### src/design/nbcc_pkg.sv
// Shared constants and class codes for the narrow-band cell classifier.
package nbcc_pkg;

    localparam int LEVEL_BITS_DEF  = 24;
    localparam int OBJECT_BITS_DEF = 8;

    localparam int CUTOFF_BITS = 23;
    localparam logic [CUTOFF_BITS-1:0] INNER_CUTOFF_RST = CUTOFF_BITS'(1024);
    localparam logic [CUTOFF_BITS-1:0] OUTER_CUTOFF_RST = CUTOFF_BITS'(1536);

    localparam int CFG_IDX_BITS = 2;
    localparam logic [CFG_IDX_BITS-1:0] CFG_IDX_INNER = CFG_IDX_BITS'(0);
    localparam logic [CFG_IDX_BITS-1:0] CFG_IDX_OUTER = CFG_IDX_BITS'(1);

    localparam int NUM_NEIGHBOURS = 4;

    typedef enum logic [2:0] {
        CLASS_OUTSIDE   = 3'd0,
        CLASS_EDGE      = 3'd1,
        CLASS_INSIDE    = 3'd2,
        CLASS_INNER     = 3'd3,
        CLASS_INTERFACE = 3'd4
    } t_cell_class;

endpackage

### src/design/narrow_band_cell_classifier.sv
// Top level: narrow-band level set cell classifier, one 2D cell per word.
//
// Usage
//   Slave stream (s_axis_*) carries one cell per word: the centre level and
//   its west, east, south and north neighbour levels (signed Q15.8, the
//   caller repeats the centre value at a domain edge), then the five object
//   ids. s_axis_tlast marks the last cell of a tile.
//   Master stream (m_axis_*) returns one result word per cell, in order:
//   class, band mask, interface object id and the tile band flag. The tile
//   flag is the OR of band masks over the tile and is non-zero only on the
//   word of a cell that came in with tlast set.
//   Config channel (i_cfg_*) writes the inner cutoff (index 0) and the outer
//   cutoff (index 1); it is always ready and should only be used when idle.
// Timing
//   Two register stages: input register, then result register. A word
//   accepted into the input register moves on to the result register
//   once that register is free. One word per clock is sustained while
//   m_axis_tready stays high; compare/abs logic lies between the stages.
// Reset and stall
//   Synchronous active-low reset empties both stages, clears the tile
//   accumulator and loads the cutoffs with 4.0 and 6.0 cell widths.
//   If m_axis_tready is held low the result register holds its word, the
//   input register takes one more word if empty, then s_axis_tready drops.
module narrow_band_cell_classifier
    import nbcc_pkg::*;
#(
    parameter int LEVEL_BITS  = LEVEL_BITS_DEF,
    parameter int OBJECT_BITS = OBJECT_BITS_DEF
) (
    input  logic                    i_clk,
    input  logic                    i_rst_n,

    // cfg write channel
    input  logic                    i_cfg_valid,
    output logic                    o_cfg_ready,
    input  logic [CFG_IDX_BITS-1:0] i_cfg_index,
    input  logic [CUTOFF_BITS-1:0]  i_cfg_data,

    // input cells
    input  logic                    s_axis_tvalid,
    output logic                    s_axis_tready,
    // tdata, lowest bit up: center_level, west_level, east_level,
    // south_level, north_level, center_object, west_object, east_object,
    // south_object, north_object, zero fill
    input  logic [((5*LEVEL_BITS+5*OBJECT_BITS+7)/8)*8-1:0] s_axis_tdata,
    input  logic                    s_axis_tlast,   // last_in_tile

    // results
    output logic                    m_axis_tvalid,
    input  logic                    m_axis_tready,
    // tdata, lowest bit up: cell_class[2:0], band_mask, interface_object,
    // tile_has_band, zero fill
    output logic [((5+OBJECT_BITS+7)/8)*8-1:0] m_axis_tdata
);

    localparam int IN_W    = ((5*LEVEL_BITS+5*OBJECT_BITS+7)/8)*8;
    localparam int OUT_W   = ((5+OBJECT_BITS+7)/8)*8;
    localparam int OBJ_LSB = 5*LEVEL_BITS;
    localparam int CMP_W   = (LEVEL_BITS > CUTOFF_BITS) ? LEVEL_BITS : CUTOFF_BITS;

    // config registers
    logic [CUTOFF_BITS-1:0] r_inner_cutoff;
    logic [CUTOFF_BITS-1:0] r_outer_cutoff;

    assign o_cfg_ready = 1'b1;

    always_ff @(posedge i_clk) begin
        if (!i_rst_n) begin
            r_inner_cutoff <= INNER_CUTOFF_RST;
            r_outer_cutoff <= OUTER_CUTOFF_RST;
        end else if (i_cfg_valid) begin
            unique case (i_cfg_index)
                CFG_IDX_INNER: r_inner_cutoff <= i_cfg_data;
                CFG_IDX_OUTER: r_outer_cutoff <= i_cfg_data;
                default: ;
            endcase
        end
    end

    // pipeline control
    logic             r_in_valid;
    logic [IN_W-1:0]  r_in_data;
    logic             r_in_last;
    logic             r_out_valid;
    logic [OUT_W-1:0] r_out_data;
    logic             r_tile_seen;
    logic             out_free;
    logic             advance;

    assign out_free      = !r_out_valid || m_axis_tready;
    assign advance       = r_in_valid && out_free;
    assign s_axis_tready = !r_in_valid || out_free;

    always_ff @(posedge i_clk) begin
        if (!i_rst_n) begin
            r_in_valid <= 1'b0;
        end else if (s_axis_tready) begin
            r_in_valid <= s_axis_tvalid;
        end
    end

    always_ff @(posedge i_clk) begin
        if (s_axis_tready && s_axis_tvalid) begin
            r_in_data <= s_axis_tdata;
            r_in_last <= s_axis_tlast;
        end
    end

    // unpack the held word
    logic [LEVEL_BITS-1:0]  c_level;
    logic [LEVEL_BITS-1:0]  nb_level [NUM_NEIGHBOURS];
    logic [OBJECT_BITS-1:0] c_obj;
    logic [OBJECT_BITS-1:0] nb_obj   [NUM_NEIGHBOURS];

    always_comb begin
        c_level = r_in_data[0 +: LEVEL_BITS];
        c_obj   = r_in_data[OBJ_LSB +: OBJECT_BITS];
        for (int k = 0; k < NUM_NEIGHBOURS; k++) begin
            nb_level[k] = r_in_data[(k+1)*LEVEL_BITS +: LEVEL_BITS];
            nb_obj[k]   = r_in_data[OBJ_LSB + (k+1)*OBJECT_BITS +: OBJECT_BITS];
        end
    end

    // magnitudes; most negative value maps to 2^(LEVEL_BITS-1), still unsigned-correct
    function automatic logic [CMP_W-1:0] mag_of(input logic [LEVEL_BITS-1:0] v);
        logic [LEVEL_BITS-1:0] m;
        begin
            m = v[LEVEL_BITS-1] ? (~v + LEVEL_BITS'(1)) : v;
            return CMP_W'(m);
        end
    endfunction

    logic [CMP_W-1:0] inner_ext, outer_ext;
    logic             is_inside, is_inner, is_edge;
    logic             c_pos, c_zero;
    logic [OBJECT_BITS-1:0] iface;
    logic             iface_hit;
    t_cell_class      cls;
    logic             band;
    logic             tile_has_band;

    assign inner_ext = CMP_W'(r_inner_cutoff);
    assign outer_ext = CMP_W'(r_outer_cutoff);

    always_comb begin
        logic [OBJECT_BITS-1:0] cand;
        logic                   nb_pos;
        is_inside = mag_of(c_level) < outer_ext;
        is_inner  = mag_of(c_level) < inner_ext;
        c_pos     = !c_level[LEVEL_BITS-1] && (|c_level);
        c_zero    = !(|c_level);

        // edge: outside the tube but a neighbour is in it
        is_edge = 1'b0;
        for (int k = 0; k < NUM_NEIGHBOURS; k++) begin
            if (mag_of(nb_level[k]) < outer_ext) is_edge = 1'b1;
        end
        is_edge = is_edge && !is_inside;

        // first crossing in W, E, S, N order with a non-zero larger id
        iface = '0;
        for (int k = 0; k < NUM_NEIGHBOURS; k++) begin
            nb_pos = !nb_level[k][LEVEL_BITS-1] && (|nb_level[k]);
            cand   = (c_obj > nb_obj[k]) ? c_obj : nb_obj[k];
            if (is_inner && (iface == '0) && (c_zero || (nb_pos != c_pos)))
                iface = cand;
        end
        iface_hit = |iface;

        if (iface_hit)      cls = CLASS_INTERFACE;
        else if (is_inner)  cls = CLASS_INNER;
        else if (is_inside) cls = CLASS_INSIDE;
        else if (is_edge)   cls = CLASS_EDGE;
        else                cls = CLASS_OUTSIDE;

        band          = (cls != CLASS_OUTSIDE);
        tile_has_band = r_in_last && (r_tile_seen || band);
    end

    // tile accumulator, updated as each word moves to the result register
    always_ff @(posedge i_clk) begin
        if (!i_rst_n) begin
            r_tile_seen <= 1'b0;
        end else if (advance) begin
            r_tile_seen <= r_in_last ? 1'b0 : (r_tile_seen || band);
        end
    end

    // result register
    always_ff @(posedge i_clk) begin
        if (!i_rst_n) begin
            r_out_valid <= 1'b0;
        end else if (out_free) begin
            r_out_valid <= r_in_valid;
        end
    end

    always_ff @(posedge i_clk) begin
        if (advance) begin
            r_out_data <= OUT_W'({tile_has_band, iface, band, cls});
        end
    end

    assign m_axis_tvalid = r_out_valid;
    assign m_axis_tdata  = r_out_data;

    // checks
    a_iface_needs_id: assert property (@(posedge i_clk) disable iff (!i_rst_n)
        r_out_valid && (r_out_data[2:0] == CLASS_INTERFACE) |-> (|r_out_data[4 +: OBJECT_BITS]))
        else $error("interface class without object id");

    a_id_only_on_iface: assert property (@(posedge i_clk) disable iff (!i_rst_n)
        r_out_valid && (r_out_data[2:0] != CLASS_INTERFACE) |-> !(|r_out_data[4 +: OBJECT_BITS]))
        else $error("object id on non-interface class");

    a_tile_cleared: assert property (@(posedge i_clk) disable iff (!i_rst_n)
        $past(i_rst_n) && $past(advance) && $past(r_in_last) |-> !r_tile_seen)
        else $error("tile accumulator not cleared after tile end");

    a_stall_means_full: assert property (@(posedge i_clk) disable iff (!i_rst_n)
        !s_axis_tready |-> r_in_valid && r_out_valid && !m_axis_tready)
        else $error("input stalled with a free stage");

    a_band_matches_class: assert property (@(posedge i_clk) disable iff (!i_rst_n)
        r_out_valid |-> r_out_data[3] == (r_out_data[2:0] != CLASS_OUTSIDE))
        else $error("band mask disagrees with class");

endmodule

### config.mk
export PLATFORM = sky130hd
export DESIGN_NAME = narrow_band_cell_classifier
export DESIGN_NICKNAME = d
export VERILOG_FILES = /design/src/design/nbcc_pkg.sv /design/src/design/narrow_band_cell_classifier.sv
export SDC_FILE = /design/constraint.sdc
export NUM_CORES = 1
export LEC_CHECK = 0
export CAP_MARGIN = 20
export CORE_MARGIN = 2
export CORE_UTILIZATION = 58
export CTS_BUF_LIST = sky130_fd_sc_hd__clkbuf_4
export DETAILED_ROUTE_END_ITERATION = 12
export DONT_BUFFER_PORTS = 1
export PLACE_DENSITY = 0.74
export SLEW_MARGIN = 20
export SYNTH_ARGS = -nofsm -noshare
export SYNTH_HDL_FRONTEND = slang
export SYNTH_SLANG_ARGS = --single-unit
### constraint.sdc
create_clock -name i_clk -period 5.95 [get_ports i_clk]
set_input_delay 0.8925 -clock i_clk [delete_from_list [all_inputs] [get_ports i_clk]]
set_output_delay 0.8925 -clock i_clk [all_outputs]
set_load 0.02 [all_outputs]
==> impl_results.md, run 1 <==
* Status: finished clean
* Vias in the first global route at 10626
* Layout overhead on the synthesized area at 8.02%
* Placed wire-length estimate at ~28000 um
* VDD IR max at 0.000216 V
* Post-synthesis sequential area ratio at between 40% and 50%
* Vias per cell at 6.13
* Crit path launch: r_in_data[0]$_DFFE_PP_
* Post-synth EDFFs at 174
* Final WL at about 38000 um
* Setup crit end kind: flop
* Nets@finish at around 1800
* I/O Pins at 210
* Initial antenna violation count at 12
* Synth cell count leaders: edfxtp_1, ha_1, nand2_1, xnor2_1, inv_1
* Top_reg_cell synth: edfxtp_1
* RSZ-0062 raised after global routing: no
* Chip width at 161 um
* Synth warn at 0
* Fin. max-slew vios at 0
* Mapped Avg Cell Area at around 10 um^2
* Hold_sp: s_axis_tdata[49]
* CTS Sinks at between 200 and 250
* Required @ worst endpoint at 6.51 ns
* GPL Wtd Cong at 0.917
* Post-synthesis cell count at 1384
* Critical path class: reg -> reg
* # hold bufs at CTS at 0
* Crit path capture: m_axis_tdata[0]$_DFFE_PP_
* Max Cap Viol at 0
* CTS buffer count at a little under 60
* Clk_lat worst skew at around 0.71 ns
* Global route overflow at 0
* Count of cell types in the netlist at 70
* Fmax at 182 MHz
* Min-delay worst type: in -> reg
* Hold Worst Slack at ~0.27 ns
* Slew margin rel. at 26.8%
* DR vias at about 11000
* Clk_skew at 0.0439 ns
* Drt first pass iters at 5
* Reg clk slew, reported paths at 0.08 ns
* CP arrival at 6.06 ns
* CTS tree: built
* Pwr Density at 256 nW/um^2
* Setup slack, reg-to-reg at 0.44 ns
* Worst Max-Slew Pin Slew at 1.09 ns
* Row count at 57
* Final setup vio count at 0
* Root Buffer: clkbuf_4
* Tmin final at about 5.5 ns
* Final hold violations at 0
* Post-synthesis cell type with the largest combined area: edfxtp_1
* Crit-path max FO at 9
* First-pass GRT wire length at 57800 um
* R2R Path End: m_axis_tdata[0]$_DFFE_PP_
* Port Buffers at 0
* Clk buf depth at 3
* Top cell type's share of synthesized area at 36.4%
* Area contributors post-synth: edfxtp_1, ha_1, dfxtp_1, xnor2_1, nand2_1
* Lkg Pwr at 5.90 nW
* Pin count of the biggest net entering global routing at 63
* Share of cells above drive strength 1 at 8.86%
* Final Cycle Share at just over 90%
* Reg2reg path depth at 19
* Top-count cell post-synth: edfxtp_1
* Core area at 24300 um^2
* Die Ht at 161 um
* Antenna-violating nets left at 0
* Yosys reg bits at ~220
* Drt wl/cell at 20.9 um
* Die area at about 26000 um^2
* Type of origin of the critical path: flop
* Gr usage total at 28.6%
* DRC viols at 0
* Number of DRC markers in iteration 0 at 913
* Htree depth at 2
* Syn Std Cell Area at 14400 um^2
* Setup Total Neg Slack at 0 ns
* Reg2reg start: r_in_data[0]$_DFFE_PP_
* Ys async rst share at 0%
* Initial Util at 59.1%
[worst min path at each step]
stage / end / slack, ns / depth (start not counted)
6_report: r_in_data[49]$_DFFE_PP_ / 0.27 / 0
5_1_grt: r_in_data[144]$_DFFE_PP_ / 0.22 / 0
3_5_place_dp: r_outer_cutoff[3]$_SDFFE_PN0P_ / 0.46 / 2
2_1_floorplan: r_inner_cutoff[11]$_SDFFE_PN0P_ / 0.44 / 2
3_3_place_gp: r_outer_cutoff[14]$_SDFFE_PN0P_ / 0.45 / 2
4_1_cts: r_in_data[25]$_DFFE_PP_ / 0.23 / 0
[timing repair]
action,4_1_cts,5_1_grt
endpoints found under the hold margin,0,0
endpoints found under the setup margin,0,9
resized for setup,0,1
buffers inserted,0,1
[critical path, cell delays in order (launching register included)]
cell      delay (ns)
edfxtp_1        0.44
inv_1           0.09
ha_1            0.15
or3b_1          0.42
nor4_1          0.44
nand2_1         0.20
o41ai_1         0.40
xnor2_1         0.21
ha_1            0.30
nand3_1         0.13
nor2_1          0.06
a211o_1         0.27
nor3_1          0.28
and3_1          0.43
a31oi_1         0.17
o211ai_2        0.29
o22ai_1         0.14
or4b_1          0.48
a211o_1         0.32
nor2_1          0.12
[metal layers]
layer	part of all wire [%]	track usage, %	up-vias
met2	47	47.2	472
li1	-	-	5263
met1	40	35.2	5177
met5	0.14	0	-
met3	8.5	7.76	120
met4	4.2	13.1	8
[cells by family (layout without fill, tap and decap cells)]
logic type | Yosys count | after routing | share of synthesized area, %
other cells | 2 | 13 | 0.0523
mux | 40 | 40 | 2.84
flops | 223 | 223 | 43.2
fa+ha+maj | 169 | 169 | 14.7
simple gates | 373 | 373 | 13.0
xor+xnor | 105 | 105 | 6.40
buf+inv | 138 | 219 | 3.77
compound gates | 334 | 334 | 16.1
[per-stage QoR]
| stage | setup slack [ns] | area, um^2 | power (mW) | util [%] | instances |
|---|---|---|---|---|---|
| final | 0.443 | 15500 | 3.97 | 63.8 | 1800 |
| after floorplan | 0.539 | 14400 | 2.42 | - | 1386 |
| after global placement | 0.575 | 14700 | 2.56 | 60.3 | 1678 |
| after global routing | 0.00189 | 15500 | 4.17 | 63.7 | 1793 |
| after detailed placement | 0.362 | 14700 | 2.59 | 60.3 | 1678 |
| after CTS | 0.341 | 15500 | 3.99 | 63.6 | 1790 |
[power breakdown]
group          switching (mW)  total [mW]  internal [mW]  leakage, nW
Clock                   0.655        1.40          0.740        0.470
Sequential              0.103        1.89           1.78         2.09
Combinational           0.387       0.690          0.303         3.34
Total                    1.15        3.97           2.83         5.90
[state kept, by name, summed over array words and instances (netlist names)]
| register | flops |
|---|---|
| m_axis_tdata | 13 |
| m_axis_tvalid | 1 |
| r_in_data | 160 |
| r_in_last | 1 |
| r_in_valid | 1 |
| r_inner_cutoff | 23 |
| r_outer_cutoff | 23 |
| r_tile_seen | 1 |
[cell usage in the layout, fill, tap and decap left out, types with 10 or more instances in the layout]
cell / synthesis / layout
a21boi_0: 46 / 46
o211ai_1: 13 / 13
nand4_1: 17 / 17
edfxtp_1: 174 / 174
nor2b_1: 14 / 13
dfxtp_1: 49 / 49
or3_1: 26 / 26
or4_1: 15 / 15
a21o_1: 35 / 35
nand2b_1: 17 / 17
a21oi_1: 49 / 49
nand3_1: 16 / 16
o21ai_0: 65 / 65
nor4_1: 18 / 18
ha_1: 169 / 169
nor2_1: 38 / 38
or2_2: 10 / 10
o41ai_1: 16 / 16
o31ai_1: 36 / 36
mux2i_1: 34 / 34
clkinv_1: 0 / 18
nand2_1: 152 / 152
clkbuf_4: 0 / 83
nor3_1: 25 / 25
xnor2_1: 102 / 102
inv_1: 98 / 98
[layout make-up]
cell class                 count  area (um^2)
antenna                        9         22.5
fill                        1938         8800
inverter                      98          368
sequential                   223         6210
multi-input combinational   1025         7640
tap                          324          405
clock inverter                29          179
timing repair buffer           9         67.6
clock buffer                  83          623
Note: power is estimated with default switching activity, not from simulation.
==> inputs of run 2 (changes only) <==
--- a/config.mk
+++ b/config.mk
@@ -5,7 +5,7 @@
 export SDC_FILE = /design/constraint.sdc
 export NUM_CORES = 1
 export LEC_CHECK = 0
-export CAP_MARGIN = 20
+export CORE_ASPECT_RATIO = 1.75
 export CORE_MARGIN = 2
 export CORE_UTILIZATION = 58
 export CTS_BUF_LIST = sky130_fd_sc_hd__clkbuf_4
==> run 2 against run 1 <==
Against the previous run: setup slack got worse by 0.048 ns; total power decreased by 1.3%; clock power decreased by 4%; cell count decreased by 1.8%; final area decreased by 0.63%; sequential share of layout area increased by 0.25 points; combinational power increased by 1%; die area increased by 0.19%; critical path depth decreased by 1; critical endpoint is now m_axis_tdata[2]$_DFFE_PP_; largest cell class unchanged; largest power group unchanged.
==> impl_results.md, run 2 (synthesis results as in run 1) <==
* Largest regs: r_in_data x160, r_inner_cutoff x23, r_outer_cutoff x23
* Crit path capture: m_axis_tdata[2]$_DFFE_PP_
* Core area at 24400 um^2
* Initial antenna violation count at 5
* Levels on crit path at 18
* Final setup vio count at 0
* Lkg Pwr at around 6 nW
* Row count at 76
* Initial Util at approximately three fifths
* Buf/Inv on CP at 1
* Power Total at 3.92 mW
* R2R Path End: m_axis_tdata[2]$_DFFE_PP_
* GPL Wtd Cong at 0.998
* Commonest non-fill, non-tap cells in the layout: edfxtp_1, ha_1, nand2_1
* Final WL at 38000 um
* Type of origin of the critical path: flop
* Critical path class: reg -> reg
* Fmax at 180 MHz
* CP max stage cell: o211ai_2
* Setup crit end kind: flop
* Cells after DPL at 1670
* Critical path's largest stage delay at around 0.49 ns
* Root Buffer: clkbuf_4
* Clk_lat worst skew at 0.73 ns
* Number of DRC markers in iteration 0 at 455
* Port Buffers at 0
* Crit path launch: r_in_data[1]$_DFFE_PP_
* CP Cell Sequence: inv_1, ha_1, or3b_1, nor4_1, nand2_1, o41ai_1, xnor2_1, ha_1, nand3_1, nor2_1, a211o_1, nor3_1, and3_1, a31oi_1, o211ai_2, o22ai_1, or4b_1, a211o_1
* GRT met1 Usage at 27.7%
* Clk buf depth at 3
* Htree depth at 2
* Largest reg by FF count: r_in_data
* Pwr Density at 254 nW/um^2
* DR vias at 10926
* Final Cycle Share at 93.4%
* Commonest non-fill, non-tap cell in the layout: edfxtp_1
* Vias per cell at 6.18
* Post-Layout Cell Count at between 1500 and 2000
* Setup Total Neg Slack at 0 ns
* Setup ws final at 0.394 ns
* Required @ worst endpoint at 6.40 ns
* Vias in the first global route at 11098
* Tmin final at 5.56 ns
* Reg clk slew, reported paths at ~0.10 ns
* Drt first pass iters at 5
* CTS tree: built
* CTS Sinks at 223
* Slew margin rel. at 30.3%
* Reg2reg path depth at 18
* Status: finished clean
* Final Instance Area at 15400 um^2
* Pre-CTS setup slack at 0.391 ns
* Chip width at ~120 um
* Share of cells above drive strength 1 at 8.28%
* Met2 GRT Util at 52.8%
* CP arrival at 6.01 ns
* Gr usage total at 29.0%
* First-pass GRT wire length at approximately 57000 um
* Resized cells post-CTS at 0
* Clk_skew at roughly 0.056 ns
* Worst Max-Slew Pin Slew at 1.04 ns
* Pin count of the biggest net entering global routing at 84
* Placed wire-length estimate at 29400 um
* VDD IR max at 0.000225 V
* Nets@finish at 1771
* Final hold violations at 0
* Die area at 26100 um^2
* DRC viols at 0
* Drt wl/cell at 21.5 um
* CP top delay family: simple AND/OR/NAND/NOR gates
* Min-delay worst type: in -> reg
* Met3 Resource Use GR at 6.41%
* Setup Buffers After CTS at 0
* Layout overhead on the synthesized area at 7.34%
* Global route overflow at 0
* I/O Pins at 210
* Antenna-violating nets left at 0
* Setup slack, reg-to-reg at 0.39 ns
* Max reg flops at 160
* CTS buffer count at between 50 and 60
* Busiest grt layer: met2
* Reg2reg start: r_in_data[1]$_DFFE_PP_
* Die Ht at ~210 um
* # hold bufs at CTS at 0
* Placed instance area at 14700 um^2
* Max Cap Viol at 0
* Fin. max-slew vios at 0
* RSZ-0062 raised after global routing: no
* Crit-path max FO at 11
[run 2: metal layers]
layer	part of all wire, %	vias up
met5	0	-
met4	7.6	0
met3	5.7	137
met2	52	378
met1	34	5171
li1	-	5240
[run 2: worst min-delay path by stage]
stage / startpoint / cells past startpoint / endpoint / slack [ns]
finish: s_axis_tdata[120] / 0 / r_in_data[120]$_DFFE_PP_ / 0.24
global route: s_axis_tdata[120] / 0 / r_in_data[120]$_DFFE_PP_ / 0.20
CTS: s_axis_tdata[120] / 0 / r_in_data[120]$_DFFE_PP_ / 0.19
detailed placement: r_outer_cutoff[21]$_SDFFE_PN0P_ / 2 / r_outer_cutoff[21]$_SDFFE_PN0P_ / 0.46
global placement: r_outer_cutoff[13]$_SDFFE_PN0P_ / 2 / r_outer_cutoff[13]$_SDFFE_PN0P_ / 0.45
floorplan: r_inner_cutoff[11]$_SDFFE_PN0P_ / 2 / r_inner_cutoff[11]$_SDFFE_PN0P_ / 0.44
[run 2: final cells by class]
class | instances | area (um^2)
fill | 1969 | 9020
multi-input combinational | 1025 | 7630
sequential | 223 | 6210
clock buffer | 67 | 503
tap | 312 | 390
inverter | 98 | 368
clock inverter | 25 | 215
timing repair buffer | 12 | 90.1
antenna | 5 | 12.5
[run 2: per-stage QoR]
step	util [%]	hold slack (ns)
floorplan	-	0.443
global placement	60.1	0.448
detailed placement	60.1	0.456
CTS	63.0	0.192
global route	63.1	0.202
finish	63.1	0.245
[run 2: where the power goes]
part           switching (mW)  leakage, nW  internal (mW)
registers              0.0995         2.09           1.78
logic                   0.395         3.35          0.304
clock network           0.632        0.422          0.709
==> inputs of run 3 (changes only) <==
--- a/config.mk
+++ b/config.mk
@@ -5,13 +5,15 @@
 export SDC_FILE = /design/constraint.sdc
 export NUM_CORES = 1
 export LEC_CHECK = 0
+export CELL_PAD_IN_SITES_DETAIL_PLACEMENT = 0
+export CELL_PAD_IN_SITES_GLOBAL_PLACEMENT = 1
 export CORE_ASPECT_RATIO = 1.75
 export CORE_MARGIN = 2
-export CORE_UTILIZATION = 58
+export CORE_UTILIZATION = 52
 export CTS_BUF_LIST = sky130_fd_sc_hd__clkbuf_4
 export DETAILED_ROUTE_END_ITERATION = 12
 export DONT_BUFFER_PORTS = 1
-export PLACE_DENSITY = 0.74
+export PLACE_DENSITY_LB_ADDON = 0.1
 export SLEW_MARGIN = 20
 export SYNTH_ARGS = -nofsm -noshare
 export SYNTH_HDL_FRONTEND = slang
==> run 3 against run 2 <==
Against the previous run: fmax grew 2.7%; combinational power grew 2%; non-clock buffer count grew 2; via count shrank 0.72%; highest routed layer is now met5; sequential power is essentially flat.
==> impl_results.md, run 3 (synthesis results as in run 1) <==
* Status: finished clean
* DRC viols at 0
* Lkg Pwr at 5.86 nW
* Final Cycle Share at 90.9%
* Largest reg by FF count: r_in_data
* Largest regs: r_in_data x160, r_inner_cutoff x23, r_outer_cutoff x23
* VDD IR max at 0.000166 V
* Reg clk slew, reported paths at around 0.09 ns
* Die Ht at 224 um
* Drt wl/cell at between 20 and 25 um
* Tmin final at 5.41 ns
* Share of cells above drive strength 1 at between 8 and 9%
* Core area at 27200 um^2
* CTS buffer count at 52
* Pwr Density at 248 nW/um^2
* Crit path launch: r_in_data[0]$_DFFE_PP_
* Clk_lat worst skew at 0.73 ns
* Clk buf depth at 3
* Port Buffers at 0
* Required @ worst endpoint at between 6 and 7 ns
* Final setup vio count at 0
* Max reg flops at between 150 and 200
* CTS Sinks at 223
* Setup slack, reg-to-reg at approximately 0.54 ns
* Sequential share of power at 48.8%
* P_int at 2.70 mW
* Row count at 80
* Slew margin rel. at 29.0%
* Vias per cell at approximately 5.9
* Setup ws final at roughly 0.54 ns
* Hold path depth at 0
* CP max stage cell: or4b_1
* Antenna-violating nets left at 0
* Min-delay worst type: in -> reg
* Nets@finish at roughly 1800
* Fin. max-slew vios at 0
* Setup Total Neg Slack at 0 ns
* Combinational power share at 18.6%
* DR vias at 10847
* Die area at 29000 um^2
* Clk network pwr share at 32.7%
* Placed wire-length estimate at 31300 um
* Area of the multi-input gates at 7640 um^2
* Levels on crit path at 20
* R2R Path End: m_axis_tdata[0]$_DFFE_PP_
* Gr usage total at 28.0%
* Type of origin of the critical path: flop
* I/O Pins at 210
* Critical path class: reg -> reg
* Crit-path max FO at 10
* Buf/Inv on CP at 3
* Global route overflow at 0
* Reg2reg path depth at 20
* CP arrival at 6.00 ns
* Pre-CTS setup slack at ~0.5 ns
* Chip width at between 100 and 150 um
* Worst Max-Slew Pin Slew at between 1 and 1.5 ns
* # hold bufs at CTS at 0
* Vias in the first global route at 11136
* Layout overhead on the synthesized area at 7.79%
* Htree depth at 2
* GPL Wtd Cong at roughly 0.9
* Critical path's largest stage delay at 0.51 ns
* Setup crit end kind: flop
* Final WL at ~40000 um
* Initial antenna violation count at 9
* CP Cell Sequence: inv_1, ha_1, or3b_1, nor4_1, nand2_1, o41ai_1, xnor2_1, ha_1, nand3_1, nor4_1, inv_1, a311o_1, nand3_1, o311ai_1, o211ai_2, buf_4, nor2_1, or4b_1, a211o_1, nor2_1
* Final hold violations at 0
* CP top delay family: simple AND/OR/NAND/NOR gates
* Drt first pass iters at 5
* Commonest non-fill, non-tap cell in the layout: edfxtp_1
* CTS tree: built
* Net switching share of the total power at 29.9%
* Number of DRC markers in iteration 0 at 516
* Fillers at 2444
* Commonest non-fill, non-tap cells in the layout: edfxtp_1, ha_1, nand2_1
* Pin count of the biggest net entering global routing at between 150 and 200
* Fmax at 185 MHz
* Initial Util at 52.8%
* Clk_skew at between 0.02 and 0.03 ns
* First-pass GRT wire length at 60300 um
* Register area at 6210 um^2
* Root Buffer: clkbuf_4
* Crit path capture: m_axis_tdata[0]$_DFFE_PP_
* RSZ-0062 raised after global routing: no
* Max Cap Viol at 0
* Switch Pwr at 1.15 mW
* Hold Worst Slack at 0.251 ns
* Reg2reg start: r_in_data[0]$_DFFE_PP_
[run 3: worst min-delay path by stage]
| stage | end | slack, ns | from |
|---|---|---|---|
| floorplan | r_inner_cutoff[11]$_SDFFE_PN0P_ | 0.44 | r_inner_cutoff[11]$_SDFFE_PN0P_ |
| global placement | r_outer_cutoff[2]$_SDFFE_PN0P_ | 0.45 | r_outer_cutoff[2]$_SDFFE_PN0P_ |
| detailed placement | r_outer_cutoff[8]$_SDFFE_PN0P_ | 0.46 | r_outer_cutoff[8]$_SDFFE_PN0P_ |
| CTS | r_inner_cutoff[10]$_SDFFE_PN1P_ | 0.20 | i_rst_n |
| global route | r_in_data[60]$_DFFE_PP_ | 0.22 | s_axis_tdata[60] |
| finish | r_in_data[58]$_DFFE_PP_ | 0.25 | s_axis_tdata[58] |
[run 3: final cells by class]
type / count / share of cell area (%)
flip-flops and latches: 223 / 40.1
inverters: 98 / 2.38
clock buffers: 65 / 3.15
clock inverters: 31 / 1.17
multi-input cells: 1025 / 49.4
diodes: 7 / 0.113
repair buffers: 14 / 0.760
well taps: 369 / 2.98
[run 3: layer usage]
layer,vias up,part of all wire [%],global-route usage (%)
met5,-,0.032,0
met4,2,7.5,19.0
met3,152,4.4,4.85
met2,361,55,54.5
met1,5074,33,25.3
li1,5258,-,-
[run 3: repair_timing]
item / in CTS / in global routing
buffers inserted: 0 / 0
setup endpoints to repair: 0 / 6
gates resized for setup: 0 / 1
[run 3: power groups by stage]
| stage | clock (mW) | combinational [mW] | sequential [mW] |
|---|---|---|---|
| floorplan | 0 | 0.536 | 1.88 |
| global placement | 0 | 0.696 | 1.91 |
| detailed placement | 0 | 0.708 | 1.91 |
| CTS | 1.29 | 0.713 | 1.88 |
| global route | 1.35 | 0.803 | 1.89 |
| finish | 1.26 | 0.714 | 1.88 |
[run 3: per-stage QoR]
stage          cell area [um^2]  power [mW]  instances  utilization, %
2_1_floorplan             14400        2.42       1386               -
3_3_place_gp              14800        2.61       1729            54.3
3_5_place_dp              14800        2.62       1729            54.3
4_1_cts                   15500        3.88       1825            56.8
5_1_grt                   15500        4.04       1832            56.9
6_report                  15500        3.84       1832            56.9
